`config.mk`:
```
export PLATFORM = sky130hd
export DESIGN_NAME = pgm_ascii_stream_checker_unit
export DESIGN_NICKNAME = d
export VERILOG_FILES = /design/src/rtl/core/pgmchk_pkg.sv /design/src/rtl/core/pgmchk_ctrl.sv /design/src/rtl/core/pgmchk_dp.sv /design/src/rtl/core/pgm_ascii_stream_checker_unit.sv
export SDC_FILE = /design/constraint.sdc
export NUM_CORES = 1
export LEC_CHECK = 0
export ABC_AREA = 1
export BUFFER_PORTS_ARGS = -buffer_cell sky130_fd_sc_hd__buf_4
export CAP_MARGIN = 20
export CELL_PAD_IN_SITES_DETAIL_PLACEMENT = 1
export CELL_PAD_IN_SITES_GLOBAL_PLACEMENT = 1
export CORE_ASPECT_RATIO = 1.1
export CORE_MARGIN = 3
export CORE_UTILIZATION = 43
export DETAILED_ROUTE_END_ITERATION = 6
export PLACE_DENSITY_LB_ADDON = 0.08
export SLEW_MARGIN = 30
export SYNTH_ARGS = -nofsm -noshare
export SYNTH_HDL_FRONTEND = slang
export SYNTH_SLANG_ARGS = --single-unit
export TNS_END_PERCENT = 5
```
`constraint.sdc`:
```
create_clock -name clk -period 7.2 [get_ports clk]
set_input_delay 1.44 -clock clk [delete_from_list [all_inputs] [get_ports clk]]
set_output_delay 1.44 -clock clk [all_outputs]
set_load 0.02 [all_outputs]
```
`src/rtl/core/pgmchk_pkg.sv`:
```
// ----------------------------------------------------------------------------
// pgmchk_pkg
// Shared types, constants and command/status structs of the graymap checker.
// ----------------------------------------------------------------------------
package pgmchk_pkg;

  localparam int unsigned MAX_DIM = 4096;
  localparam logic [12:0] ACC_LIMIT = 13'd8191;

  localparam logic [7:0] CH_P    = 8'h50;
  localparam logic [7:0] CH_TWO  = 8'h32;
  localparam logic [7:0] CH_HASH = 8'h23;
  localparam logic [7:0] CH_MINUS = 8'h2D;
  localparam logic [7:0] CH_ZERO = 8'h30;
  localparam logic [7:0] CH_NINE = 8'h39;
  localparam logic [7:0] CH_LF   = 8'h0A;

  typedef enum logic [3:0] {
    ST_OK        = 4'd0,
    ST_BAD_MAGIC = 4'd1,
    ST_BAD_HDR   = 4'd2,
    ST_MAX_BIG   = 4'd3,
    ST_TOO_FEW   = 4'd4,
    ST_NEGATIVE  = 4'd5,
    ST_ABOVE_MAX = 4'd6,
    ST_TOO_MANY  = 4'd7,
    ST_BAD_CHAR  = 4'd8
  } status_t;

  typedef enum logic [2:0] {
    FSM_IDLE,
    FSM_STEP,
    FSM_DIV,
    FSM_OUT,
    FSM_DRAIN
  } fsm_state_t;

  typedef struct packed {
    logic step;       // apply the held byte to the parser
    logic div_start;  // begin average division
    logic div_run;    // one division step
  } dp_cmd_t;

  typedef struct packed {
    logic    emit;     // step produced a result
    logic    need_div; // result needs an average
    logic    div_done;
  } dp_sts_t;

endpackage

```
`src/rtl/core/pgmchk_ctrl.sv`:
```
// ----------------------------------------------------------------------------
// pgmchk_ctrl
// Controller: sequences byte steps, average division and result transfer.
// ----------------------------------------------------------------------------
module pgmchk_ctrl (
  input  logic                clk,
  input  logic                rst_n,
  input  logic                in_valid,
  output logic                in_ready,
  output logic                out_valid,
  input  logic                out_ready,
  output pgmchk_pkg::dp_cmd_t cmd,
  input  pgmchk_pkg::dp_sts_t sts
);

  pgmchk_pkg::fsm_state_t state_r, state_nxt;

  always_ff @(posedge clk) begin
    if (!rst_n) state_r <= pgmchk_pkg::FSM_IDLE;
    else        state_r <= state_nxt;
  end

  always_comb begin
    state_nxt = state_r;
    unique case (state_r)
      pgmchk_pkg::FSM_IDLE:  if (in_valid) state_nxt = pgmchk_pkg::FSM_STEP;
      pgmchk_pkg::FSM_STEP: begin
        if (!sts.emit)        state_nxt = pgmchk_pkg::FSM_IDLE;
        else if (sts.need_div) state_nxt = pgmchk_pkg::FSM_DIV;
        else                  state_nxt = pgmchk_pkg::FSM_OUT;
      end
      pgmchk_pkg::FSM_DIV:   if (sts.div_done) state_nxt = pgmchk_pkg::FSM_OUT;
      pgmchk_pkg::FSM_OUT:   if (out_ready) state_nxt = pgmchk_pkg::FSM_IDLE;
      default:               state_nxt = pgmchk_pkg::FSM_IDLE;
    endcase
  end

  always_comb begin
    in_ready      = 1'b0;
    out_valid     = 1'b0;
    cmd.step      = 1'b0;
    cmd.div_start = 1'b0;
    cmd.div_run   = 1'b0;
    unique case (state_r)
      pgmchk_pkg::FSM_IDLE: in_ready = 1'b1;
      pgmchk_pkg::FSM_STEP: begin
        cmd.step      = 1'b1;
        cmd.div_start = sts.emit && sts.need_div;
      end
      pgmchk_pkg::FSM_DIV:  cmd.div_run = 1'b1;
      pgmchk_pkg::FSM_OUT:  out_valid = 1'b1;
      default: ;
    endcase
  end

endmodule

```
`src/rtl/core/pgmchk_dp.sv`:
```
// ----------------------------------------------------------------------------
// pgmchk_dp
// Datapath: token parser, pixel statistics and restoring average divider.
// ----------------------------------------------------------------------------
module pgmchk_dp (
  input  logic                clk,
  input  logic                rst_n,
  input  logic                in_valid,
  input  logic                in_ready,
  input  logic [7:0]          in_data_byte,
  input  logic                in_end_of_file,
  input  pgmchk_pkg::dp_cmd_t cmd,
  output pgmchk_pkg::dp_sts_t sts,
  output logic [3:0]          out_status,
  output logic [8:0]          out_lowest_pixel,
  output logic [7:0]          out_highest_pixel,
  output logic [31:0]         out_pixel_total,
  output logic [15:0]         out_average_fixed
);

  // phase: 0 'P', 1 '2', 2..13 field*3+sub, 14 done
  logic [7:0]  byte_r;
  logic        eof_r;
  logic [3:0]  phase_r, phase_nxt;
  logic        cmt_r, cmt_nxt;
  logic [12:0] acc_r, acc_nxt;
  logic        ovf_r, ovf_nxt, neg_r, neg_nxt;
  logic [12:0] wid_r, wid_nxt, hgt_r, hgt_nxt;
  logic [8:0]  maxv_r, maxv_nxt;
  logic [24:0] rem_r, rem_nxt;
  logic [31:0] sum_r, sum_nxt;
  logic [8:0]  low_r, low_nxt;
  logic [7:0]  high_r, high_nxt;
  logic        given_r, given_nxt;
  logic [24:0] area_r, area_nxt;
  logic [3:0]  st_r;

  logic        emit;
  logic [3:0]  emit_st;
  logic [1:0]  field, sub;
  logic [3:0]  rel;
  logic        tok_err;
  logic [3:0]  tok_st;
  logic        is_sp, is_dig, neg_eff;
  logic [16:0] acc_mul;
  logic [32:0] sum_add;

  always_comb begin
    rel   = phase_r - 4'd2;
    field = 2'd0;
    sub   = 2'd0;
    unique case (rel)
      4'd0:  begin field = 2'd0; sub = 2'd0; end
      4'd1:  begin field = 2'd0; sub = 2'd1; end
      4'd2:  begin field = 2'd0; sub = 2'd2; end
      4'd3:  begin field = 2'd1; sub = 2'd0; end
      4'd4:  begin field = 2'd1; sub = 2'd1; end
      4'd5:  begin field = 2'd1; sub = 2'd2; end
      4'd6:  begin field = 2'd2; sub = 2'd0; end
      4'd7:  begin field = 2'd2; sub = 2'd1; end
      4'd8:  begin field = 2'd2; sub = 2'd2; end
      4'd9:  begin field = 2'd3; sub = 2'd0; end
      4'd10: begin field = 2'd3; sub = 2'd1; end
      4'd11: begin field = 2'd3; sub = 2'd2; end
      default: ;
    endcase
  end

  assign is_sp   = (byte_r == 8'h20) || (byte_r >= 8'h09 && byte_r <= 8'h0D);
  assign is_dig  = (byte_r >= pgmchk_pkg::CH_ZERO) && (byte_r <= pgmchk_pkg::CH_NINE);
  assign neg_eff = neg_r && (acc_r != 13'd0 || ovf_r);
  assign acc_mul = {4'd0, acc_r} * 17'd10 + {13'd0, byte_r[3:0] - 4'd0};
  assign sum_add = {1'b0, sum_r} + {24'd0, acc_r[7:0]};

  // token finish: sets tok_err/tok_st and writes state on success
  always_comb begin
    phase_nxt = phase_r;
    cmt_nxt   = cmt_r;
    acc_nxt   = acc_r;
    ovf_nxt   = ovf_r;
    neg_nxt   = neg_r;
    wid_nxt   = wid_r;
    hgt_nxt   = hgt_r;
    maxv_nxt  = maxv_r;
    rem_nxt   = rem_r;
    sum_nxt   = sum_r;
    low_nxt   = low_r;
    high_nxt  = high_r;
    given_nxt = given_r;
    area_nxt  = area_r;
    emit      = 1'b0;
    emit_st   = pgmchk_pkg::ST_OK;
    tok_err   = 1'b0;
    tok_st    = pgmchk_pkg::ST_OK;

    // finish of the open token, used on separator and end of file
    if (sub == 2'd2 && phase_r >= 4'd2 && phase_r < 4'd14) begin
      acc_nxt = 13'd0;
      ovf_nxt = 1'b0;
      neg_nxt = 1'b0;
      priority case (field)
        2'd0, 2'd1: begin
          if (neg_eff || acc_r == 13'd0 || ovf_r || acc_r > 13'(pgmchk_pkg::MAX_DIM)) begin
            tok_err = 1'b1; tok_st = pgmchk_pkg::ST_BAD_HDR;
          end else begin
            if (field == 2'd0) wid_nxt = acc_r; else hgt_nxt = acc_r;
            phase_nxt = (field == 2'd0) ? 4'd5 : 4'd8;
          end
        end
        2'd2: begin
          if (neg_eff || acc_r == 13'd0) begin
            tok_err = 1'b1; tok_st = pgmchk_pkg::ST_BAD_HDR;
          end else if (ovf_r || acc_r > 13'd256) begin
            tok_err = 1'b1; tok_st = pgmchk_pkg::ST_MAX_BIG;
          end else begin
            maxv_nxt  = (acc_r == 13'd256) ? 9'd255 : acc_r[8:0];
            low_nxt   = ((acc_r == 13'd256) ? 9'd255 : acc_r[8:0]) + 9'd1;
            high_nxt  = 8'd0;
            sum_nxt   = 32'd0;
            rem_nxt   = area_r;
            phase_nxt = 4'd11;
          end
        end
        default: begin
          if (rem_r == 25'd0) begin
            tok_err = 1'b1; tok_st = pgmchk_pkg::ST_TOO_MANY;
          end else if (neg_eff) begin
            tok_err = 1'b1; tok_st = pgmchk_pkg::ST_NEGATIVE;
          end else if (ovf_r || acc_r > {4'd0, maxv_r}) begin
            tok_err = 1'b1; tok_st = pgmchk_pkg::ST_ABOVE_MAX;
          end else begin
            if (acc_r[7:0] > high_r) high_nxt = acc_r[7:0];
            if (acc_r[8:0] < low_r)  low_nxt  = acc_r[8:0];
            sum_nxt   = sum_add[32] ? 32'hFFFF_FFFF : sum_add[31:0];
            rem_nxt   = rem_r - 25'd1;
            phase_nxt = 4'd11;
          end
        end
      endcase
    end

    if (eof_r) begin
      if (!given_r && phase_r < 4'd14) begin
        emit = 1'b1;
        if (phase_r < 4'd2)       emit_st = pgmchk_pkg::ST_BAD_MAGIC;
        else if (sub == 2'd1)     emit_st = pgmchk_pkg::ST_BAD_CHAR;
        else if (tok_err)         emit_st = tok_st;
        else if (phase_nxt < 4'd11) emit_st = pgmchk_pkg::ST_BAD_HDR;
        else if (rem_nxt != 25'd0)  emit_st = pgmchk_pkg::ST_TOO_FEW;
        else                      emit_st = pgmchk_pkg::ST_OK;
      end
    end else if (given_r || phase_r >= 4'd14) begin
      // ignore until end of file
    end else if (cmt_r) begin
      if (byte_r == pgmchk_pkg::CH_LF) cmt_nxt = 1'b0;
    end else if (phase_r == 4'd0) begin
      if (byte_r != pgmchk_pkg::CH_P) begin
        emit = 1'b1; emit_st = pgmchk_pkg::ST_BAD_MAGIC;
      end else phase_nxt = 4'd1;
    end else if (phase_r == 4'd1) begin
      if (byte_r != pgmchk_pkg::CH_TWO) begin
        emit = 1'b1; emit_st = pgmchk_pkg::ST_BAD_MAGIC;
      end else phase_nxt = 4'd2;
    end else if (is_sp || byte_r == pgmchk_pkg::CH_HASH) begin
      if (sub == 2'd1) begin
        emit = 1'b1; emit_st = pgmchk_pkg::ST_BAD_CHAR;
      end else if (tok_err) begin
        emit = 1'b1; emit_st = tok_st;
      end else if (byte_r == pgmchk_pkg::CH_HASH) cmt_nxt = 1'b1;
    end else if (byte_r == pgmchk_pkg::CH_MINUS) begin
      if (sub != 2'd0) begin
        emit = 1'b1; emit_st = pgmchk_pkg::ST_BAD_CHAR;
      end else begin
        neg_nxt   = 1'b1;
        phase_nxt = phase_r + 4'd1;
      end
    end else if (is_dig) begin
      // override any finish: digits never finish a token
      wid_nxt = wid_r; hgt_nxt = hgt_r; maxv_nxt = maxv_r; rem_nxt = rem_r;
      sum_nxt = sum_r; low_nxt = low_r; high_nxt = high_r;
      ovf_nxt = ovf_r; neg_nxt = neg_r;
      if (acc_mul > {4'd0, pgmchk_pkg::ACC_LIMIT}) begin
        acc_nxt = pgmchk_pkg::ACC_LIMIT; ovf_nxt = 1'b1;
      end else acc_nxt = acc_mul[12:0];
      phase_nxt = phase_r + 4'd2 - {2'd0, sub};
    end else begin
      emit = 1'b1; emit_st = pgmchk_pkg::ST_BAD_CHAR;
    end

    // non-finishing branches must not take the token finish
    if (!eof_r && (given_r || phase_r >= 4'd14 || cmt_r || phase_r < 4'd2 ||
        (!(is_sp || byte_r == pgmchk_pkg::CH_HASH) && !is_dig))) begin
      if (!(phase_r < 4'd2 && !given_r && !cmt_r && phase_r < 4'd14) || 1'b1) begin
        if (sub == 2'd2 && phase_r >= 4'd2 && phase_r < 4'd14) begin
          acc_nxt = acc_r; ovf_nxt = ovf_r; neg_nxt = neg_r;
          wid_nxt = wid_r; hgt_nxt = hgt_r; maxv_nxt = maxv_r; rem_nxt = rem_r;
          sum_nxt = sum_r; low_nxt = low_r; high_nxt = high_r;
          if (!(given_r || phase_r >= 4'd14 || cmt_r)) phase_nxt = phase_r;
          else phase_nxt = phase_r;
        end
      end
    end
    if (!eof_r && !given_r && phase_r < 4'd14 && !cmt_r && phase_r >= 4'd2 &&
        byte_r == pgmchk_pkg::CH_MINUS && sub == 2'd0)
      phase_nxt = phase_r + 4'd1;

    if (emit) begin
      given_nxt = 1'b1;
      phase_nxt = 4'd14;
    end
    if (eof_r) begin
      phase_nxt = 4'd0; cmt_nxt = 1'b0; acc_nxt = 13'd0; ovf_nxt = 1'b0;
      neg_nxt = 1'b0; given_nxt = 1'b0;
    end
    area_nxt = {12'd0, wid_nxt} * {12'd0, hgt_nxt};
  end

  // area and width*height: area_r mirrors wid_r*hgt_r for the max token
  logic [31:0] rst_vals;
  assign rst_vals = 32'd0;

  // divider: quotient of (sum<<8)/area, 40 bits, one bit per cycle
  logic [39:0] dq_r;
  logic [25:0] drem_r;
  logic [24:0] dsor_r;
  logic [5:0]  dcnt_r;
  logic [25:0] dtry;
  assign dtry = {drem_r[24:0], dq_r[39]} - {1'b0, dsor_r};

  always_ff @(posedge clk) begin
    if (!rst_n) begin
      phase_r <= 4'd0; cmt_r <= 1'b0; acc_r <= 13'd0; ovf_r <= 1'b0; neg_r <= 1'b0;
      wid_r <= 13'd0; hgt_r <= 13'd0; maxv_r <= 9'd0; rem_r <= 25'd0;
      sum_r <= rst_vals; low_r <= 9'd0; high_r <= 8'd0; given_r <= 1'b0;
      area_r <= 25'd0; dcnt_r <= 6'd0;
    end else begin
      if (in_valid && in_ready) begin
        byte_r <= in_data_byte;
        eof_r  <= in_end_of_file;
      end
      if (cmd.step) begin
        phase_r <= phase_nxt; cmt_r <= cmt_nxt; acc_r <= acc_nxt; ovf_r <= ovf_nxt;
        neg_r <= neg_nxt; given_r <= given_nxt;
        if (emit) begin
          st_r              <= emit_st;
          out_lowest_pixel  <= low_nxt;
          out_highest_pixel <= high_nxt;
          out_pixel_total   <= sum_nxt;
          out_average_fixed <= 16'd0;
        end
        if (eof_r) begin
          wid_r <= 13'd0; hgt_r <= 13'd0; maxv_r <= 9'd0; rem_r <= 25'd0;
          sum_r <= 32'd0; low_r <= 9'd0; high_r <= 8'd0; area_r <= 25'd0;
        end else begin
          wid_r <= wid_nxt; hgt_r <= hgt_nxt; maxv_r <= maxv_nxt; rem_r <= rem_nxt;
          sum_r <= sum_nxt; low_r <= low_nxt; high_r <= high_nxt; area_r <= area_nxt;
        end
      end
      if (cmd.div_start) begin
        dq_r   <= {sum_nxt, 8'd0};
        drem_r <= 26'd0;
        dsor_r <= area_r;
        dcnt_r <= 6'd40;
      end else if (cmd.div_run && dcnt_r != 6'd0) begin
        if (!dtry[25]) begin
          drem_r <= dtry;
          dq_r   <= {dq_r[38:0], 1'b1};
        end else begin
          drem_r <= {drem_r[24:0], dq_r[39]};
          dq_r   <= {dq_r[38:0], 1'b0};
        end
        dcnt_r <= dcnt_r - 6'd1;
        if (dcnt_r == 6'd1)
          out_average_fixed <= dtry[25] ? {dq_r[14:0], 1'b0} : {dq_r[14:0], 1'b1};
      end
    end
  end

  assign sts.emit     = emit;
  assign sts.need_div = (emit_st == pgmchk_pkg::ST_OK) && eof_r && (wid_r != 13'd0);
  assign sts.div_done = (dcnt_r == 6'd1);
  assign out_status   = st_r;

endmodule

```
`src/rtl/core/pgm_ascii_stream_checker_unit.sv`:
```
// ----------------------------------------------------------------------------
// pgm_ascii_stream_checker_unit
// Checks an ASCII graymap byte stream and reports one status per file.
// ----------------------------------------------------------------------------
// Bytes: each byte is accepted, then applied in a parser step before the next
//   byte is taken. A result is valid in the cycle after its step; an ok result
//   at end of file first waits on the bit-serial average divider.
// Reset: synchronous active-low rst_n clears the parser and controller.
module pgm_ascii_stream_checker_unit (
  input  logic        clk,
  input  logic        rst_n,
  input  logic        in_valid,
  output logic        in_ready,
  input  logic [7:0]  in_data_byte,
  input  logic        in_end_of_file,
  output logic        out_valid,
  input  logic        out_ready,
  output logic [3:0]  out_status,
  output logic [8:0]  out_lowest_pixel,
  output logic [7:0]  out_highest_pixel,
  output logic [31:0] out_pixel_total,
  output logic [15:0] out_average_fixed
);

  pgmchk_pkg::dp_cmd_t cmd;
  pgmchk_pkg::dp_sts_t sts;

  pgmchk_ctrl u_ctrl (
    .clk, .rst_n, .in_valid, .in_ready, .out_valid, .out_ready, .cmd, .sts
  );

  pgmchk_dp u_dp (
    .clk, .rst_n, .in_valid, .in_ready, .in_data_byte, .in_end_of_file,
    .cmd, .sts, .out_status, .out_lowest_pixel, .out_highest_pixel,
    .out_pixel_total, .out_average_fixed
  );

endmodule
```
# Word-level counts from Yosys, hierarchy flattened
# Index checks and enable logic that the tools add are counted.
classes:
  bitwise: 1
  muxes: 266
  n_eq_ne: 33
  order_cmp: 15
  reduce_logical: 66
  multipliers: 2
  add_sub_neg: 10
  div: 0
  shifts: 0
op_table:
  columns: ["op", "n"]
  rows:
  - ["$mux 32", 18]
  - ["$mux 13", 42]
  - ["$mux 25", 19]
  - ["$mux 9", 33]
  - ["$mux 4", 43]
  - ["$mux 8", 18]
  - ["$mux 16", 5]
  - ["$mux 40", 2]
  - ["$mux 1", 65]
  - ["$pmux 32 s2", 1]
  - ["$pmux 25 s2", 1]
  - ["$add 32x8->33", 1]
  - ["$reduce_bool 13->1", 2]
  - ["$sub 26x25->26", 1]
  - ["$logic_not 25->1", 1]
  - ["$mul 13x13->25", 1]
  - ["$reduce_bool 25->1", 1]
  - ["$sub 25x1->25 const B", 1]
  - ["$eq 8x6->1 const B", 3]
  - ["$logic_and 1x1->1", 19]
  - ["$mux 3", 6]
  - ["$pmux 9 s2", 1]
  - ["$add 17x4->17", 1]
  - ["$gt 17x13->1 const B", 1]
  - ["other kinds (59)", 107]
word_totals:
  latch_bits: 0
  reg_bits: 332
  output_inout_bits: 71
  rom_bits: 0
  mem_count: 0
  ram_bits: 0

# Depth between registers and ports, before layout
depth:
  word_depth: 26
  ltp_mapped: 45
  ltp_nobuf: 43

# Modules after synthesis
# Synthesis repeated with hierarchy kept, for this count alone.
unflattened:
  hier_cells: 3574
  area_unflattened_um2: 26484.2
modules_own_cells:
  columns: ["mod", "seq_area_each_um2", "n_inst", "cells_per_inst", "area_per_inst_um2"]
  rows:
  - ["pgmchk_dp", 8267.9, 1, 3544, 26321.5]
  - ["pgmchk_ctrl", 40.0, 1, 30, 162.7]

# Worst setup path after synthesis
# OpenSTA, ideal clock, no wires.
synth_timing:
  path_type: "reg-to-reg"
  start: "register u_dp.phase_r[1]"
  end: "register u_dp.area_r[24]"
  synth_period_minus_slack_ns: 7.762
  stages_incl_launch_ff: 44
  setup_time_ns: 0.070
  setup_slack_ns: -0.562
  arrival_time_ns: 7.691
  required_time_ns: 7.130
  cell_sequence: "dfxtp_1 -> inv_1 -> ha_1 -> clkbuf_1 -> inv_1 -> nand3_1 -> nand2_1 -> nor2_4 -> inv_2 -> nor2_4 -> buf_4 -> nand3_4 -> inv_1 -> nand2_2 -> inv_1 -> clkbuf_1 -> or2_2 -> nand2_1 -> [8 not listed] -> inv_1 -> fa_1 -> inv_1 -> ha_1 -> a21oi_1 -> inv_1 -> a31oi_1 -> o21ai_0 -> a21oi_1 -> inv_1 -> a21oi_1 -> o21ai_0 -> nand2_1 -> nand2_1 -> a21oi_1 -> or2_0 -> nand2_1 -> a21oi_1"
synth_between:
  elab_chain_len: 21
  elab_cells_between_ends: 66
synth_rtl:
  columns: ["element", "line", "text"]
  rows:
  - ["start: declaration", "pgmchk_dp.sv:24", "logic [3:0] phase_r, phase_nxt;"]
  - ["start signal: assignment", "pgmchk_dp.sv:242", "phase_r <= phase_nxt; cmt_r <= cmt_nxt; acc_r <= acc_nxt; ovf_r <= ovf_nxt;"]
  - ["$sub 4x2->4", "pgmchk_dp.sv:49", "rel = phase_r - 4'd2;"]
  - ["$eq 4x4->1 (tied with other cells)", "pgmchk_dp.sv:52", "unique case (rel)"]
  - ["$reduce_or 3->1 (no source line)", null, null]
  - ["$pmux 2 s3", "pgmchk_dp.sv:52", null]
  - ["$logic_not 2->1", "pgmchk_dp.sv:101, pgmchk_dp.sv:106", null]
  - ["$mux 13", "pgmchk_dp.sv:106", "if (field == 2'd0) wid_nxt = acc_r; else hgt_nxt = acc_r;"]
  - ["$mux 13", "pgmchk_dp.sv:103", "if (neg_eff || acc_r == 13'd0 || ovf_r || acc_r > 13'(pgmchk_pkg::MAX_DIM)) begin"]
  - ["$mux 13", "pgmchk_dp.sv:101", "priority case (field)"]
  - ["[5 not listed]", null, null]
  - ["$mux 13", "pgmchk_dp.sv:156", "end else if (phase_r == 4'd0) begin"]
  - ["$mux 13", "pgmchk_dp.sv:154", "end else if (cmt_r) begin"]
  - ["$mux 13", "pgmchk_dp.sv:152", "end else if (given_r || phase_r >= 4'd14) begin"]
  - ["$mux 13", "pgmchk_dp.sv:142", "if (eof_r) begin"]
  - ["$mux 13", "pgmchk_dp.sv:194", "if (sub == 2'd2 && phase_r >= 4'd2 && phase_r < 4'd14) begin"]
  - ["$mux 13", "pgmchk_dp.sv:191", "if (!eof_r && (given_r || phase_r >= 4'd14 || cmt_r || phase_r < 4'd2 ||"]
  - ["$mul 13x13->25 (*)", "pgmchk_dp.sv:215", "area_nxt = {12'd0, wid_nxt} * {12'd0, hgt_nxt};"]
  - ["$mux 25 (*)", "pgmchk_dp.sv:251", "if (eof_r) begin"]
  - ["end signal: assignment", "pgmchk_dp.sv:256", "sum_r <= sum_nxt; low_r <= low_nxt; high_r <= high_nxt; area_r <= area_nxt;"]
  - ["end: declaration", "pgmchk_dp.sv:35", "logic [24:0] area_r, area_nxt;"]
# Every way passes the cells marked *; elsewhere a longest branch is shown, timed or not.
# A chain may end at the register's enable or synchronous reset.

# Worst setup path after layout
layout_timing:
  start: "register u_dp.phase_r[1]"
  end: "register u_dp.area_r[20]"
# The elaborated chain is that of the path after synthesis.

==> impl_metrics.toml <==
[run_status]
status = "finished clean"

[drt]
dr_total_vias = 24226
drt_first_iter_violations = 1444
antenna_left = 0
via_per_inst = 5.41
drc = 0
wire_per_inst_um = 19.9
wl_um = 89300
drt-pass1-iter-count = 6

[floorplanning]
die_x_um = 239
placementRows = 93
dieArea_um2 = 62500
core_um2 = 58800
die_h_um = 262
initial_core_util_pct = 43.6
io_pins = 84

[yosys]
ys_ff_latch = 331
syn_area_um2 = 25600
synth-edff-count = 168
synth_cell_types = 58
ys_seq_area_share_pct = 32.5
synth_cells = 3466
avgSynthCellArea_um2 = 7.39
synth_fp_nets = 3772
synth_flop_cell = "edfxtp_1"
async_flop_share_pct = 0
synth_warnings = 0

[power_and_ir_drop]
leakagePower_nw = 13.9
total_power_mw = 5.55
powerDensity_nw_per_um2 = 184
ir_drop_uv = 177

[cts]
clockRootBuffer = "clkbuf_16"
clock_latency_ns = 0.60
cts_max_path_buffers = 3
cts_tree = "yes"
ctsHoldBuffers = 0
cts_buffers = 41
clkSinkCount = 331
cts.clk_slew.worst_paths_ns = 0.06
cts.htree.levels = 2

[final_layout]
drive_gt1_share_pct = 14.7
antenna_cells = 0
final_design_area_no_fill_um2 = 30300
area_growth_syn_to_layout_pct = 18.2
nNetsFinal = 3990
fin_cells = 4477
post-route-util_pct = 51.5

[timing]
final.setup_skew_ns = 0.0491
slew_headroom_pct = 40.2
clock.fmax_ghz = 0.141
fin_crit_ns = 7.10
finalCritPeriodShare_pct = 98.7
grt_setup_unrepaired = "yes"
hold_viol_final = 0
whs_ns = 0.457
tightest_slew_ns = 0.897
setup_viol = 0
setup_ws_ns = 0.0961
slew_violations = 0
final.setup.tns_ns = 0

[worst_setup_path]
critPathRequiredTime_ns = 7.61
critical_path.startpoint_type = "flip-flop"
critical_path_class = "reg -> reg"
max_stage_delay_ns = 0.56
crit_arrival_ns = 7.52
end_kind = "flip-flop"
cp_max_fo = 8
cpMaxStageDelayCell = "fa_1"

[grt]
grt-ovfl-total = 0
gr-usage-met2_pct = 50.0
grt_max_degree = 72
top_usage_layer = "met2"
grt_pass1_wl_um = 140000
grt_use_met3_pct = 3.13
grt_pass1_vias = 25525
grt_use_total_pct = 28.1
grt_antenna_before_repair = 1
use_met1_pct = 36.1

[placement]
postPlaceCellArea_um2 = 28100
numPortBuffers = 83
place_inst = 4371
dpl_worst_slack_ns = -0.459
place_congestion = 0.949
place_hpwl_um = 67800

[job]
maxCapViolCount = 0

[hold_path]
worstHoldPathType = "reg -> reg"
-- cells in the mapped netlist, types with 8 or more instances --
master | instances | area share, %
nand2_1 | 898 | 13
inv_1 | 565 | 8.3
a21oi_1 | 293 | 5.7
nor2_1 | 267 | 3.9
o21ai_0 | 169 | 3.3
edfxtp_1 | 168 | 20
ha_1 | 168 | 8.2
dfxtp_1 | 163 | 13
nand3_1 | 154 | 3.0
fa_1 | 125 | 9.8
clkbuf_1 | 79 | 1.2
nand4_1 | 49 | 1.2
xor2_1 | 41 | 1.4
nor3_1 | 38 | 0.74
o21ai_1 | 37 | 0.72
xnor2_1 | 25 | 0.86
or2_2 | 22 | 0.54
buf_2 | 21 | 0.41
a22oi_1 | 15 | 0.44
inv_2 | 13 | 0.19
o22ai_1 | 13 | 0.32
a31oi_1 | 10 | 0.24
a211oi_1 | 9 | 0.26
a21o_1 | 9 | 0.26
nor4_1 | 9 | 0.22
o21a_1 | 9 | 0.26
nor2_2 | 8 | 0.20
-- what timing repair did --
item | in CTS | in global routing
pin swaps | 7 | 48
gates resized for setup | 46 | 115
cloned | 0 | 0
hold endpoints to repair | 0 | 0
setup endpoints to repair | 9 | 9
setup buffers | 3 | 28
-- cells by family (layout without fill, tap and decap cells) --
group / count (synthesis) / after routing / synth area share [%]
AO/OA/AOI/OAI: 606 / 606 / 12.9
buffers and inverters: 692 / 943 / 10.3
flip-flops: 331 / 331 / 32.5
adder cells (fa/ha/maj): 293 / 293 / 18.0
XOR/XNOR: 66 / 66 / 2.26
AND/OR/NAND/NOR: 1478 / 1478 / 24.1
-- power breakdown --
group	switching [mW]	internal [mW]	total, mW
registers	0.0417	2.06	2.10
logic	0.942	0.376	1.32
clock network	0.903	1.23	2.13
-- final timing paths --
check / from / end / slack (ns) / cells past startpoint
setup / recovery: u_dp.phase_r[1] / u_dp.area_r[20] / 0.1 / 36
hold / removal: u_dp.maxv_r[8] / u_dp.maxv_r[8] / 0.46 / 2
setup reg to reg: u_dp.phase_r[1] / u_dp.area_r[20] / 0.1 / 36
hold reg to reg: u_dp.maxv_r[8] / u_dp.maxv_r[8] / 0.46 / 2
-- layer usage --
metal / share of wire, % / routed length [um]
met3: 3.5 / 3130
met2: 49 / 44200
met5: 0 / 0
met4: 2.9 / 2610
met1: 44 / 39400
-- layout make-up --
cell class | count | area, um^2
sequential | 331 | 8320
timing repair buffer | 282 | 2180
clock inverter | 25 | 262
clock buffer | 51 | 1120
fill | 7310 | 28500
inverter | 585 | 2230
multi-input combinational | 2443 | 15200
tap | 760 | 951
-- state kept, by name (all words and copies together) (netlist names), 16 cells and up --
name and count:
u_dp.dq_r 40, u_dp.out_pixel_total 32, u_dp.sum_r 32, u_dp.area_r 25, u_dp.drem_r 25, u_dp.dsor_r 25, u_dp.rem_r 25, u_dp.out_average_fixed 16
-- cell usage in the layout (no fill, tap or decap), types with 8 or more instances in the layout --
cell type and instances:
ha_1 154, ha_4 9, inv_2 32, o21a_1 9
clkinv_1 9, a22oi_1 15, dfxtp_1 158, buf_6 8
o22ai_1 13, o21ai_0 159, nand2_2 23, nor2_4 10
a21oi_1 284, xor2_1 40, inv_1 537, nor2_2 21
a21oi_2 9, buf_4 271, a21o_1 9, inv_4 11
o21ai_1 29, fa_1 119, nand4_1 49, nor3_1 37
or2_2 22, nand3_1 147, clkbuf_16 42, a31oi_1 8
nand2_1 878, xnor2_1 25, edfxtp_1 168, nor2_1 247
a211oi_1 9, nor4_1 8, o21ai_2 13
-- worst max-delay path: cells and delay by family, from the launching register on --
kind / cells / cell delay, ns
fa+ha+maj: 7 / 3.10
compound gates: 8 / 1.25
buf+inv: 12 / 1.06
simple gates: 8 / 0.97
flops: 1 / 0.34
xor+xnor: 1 / 0.17
(Power assumes the default switching activity.)
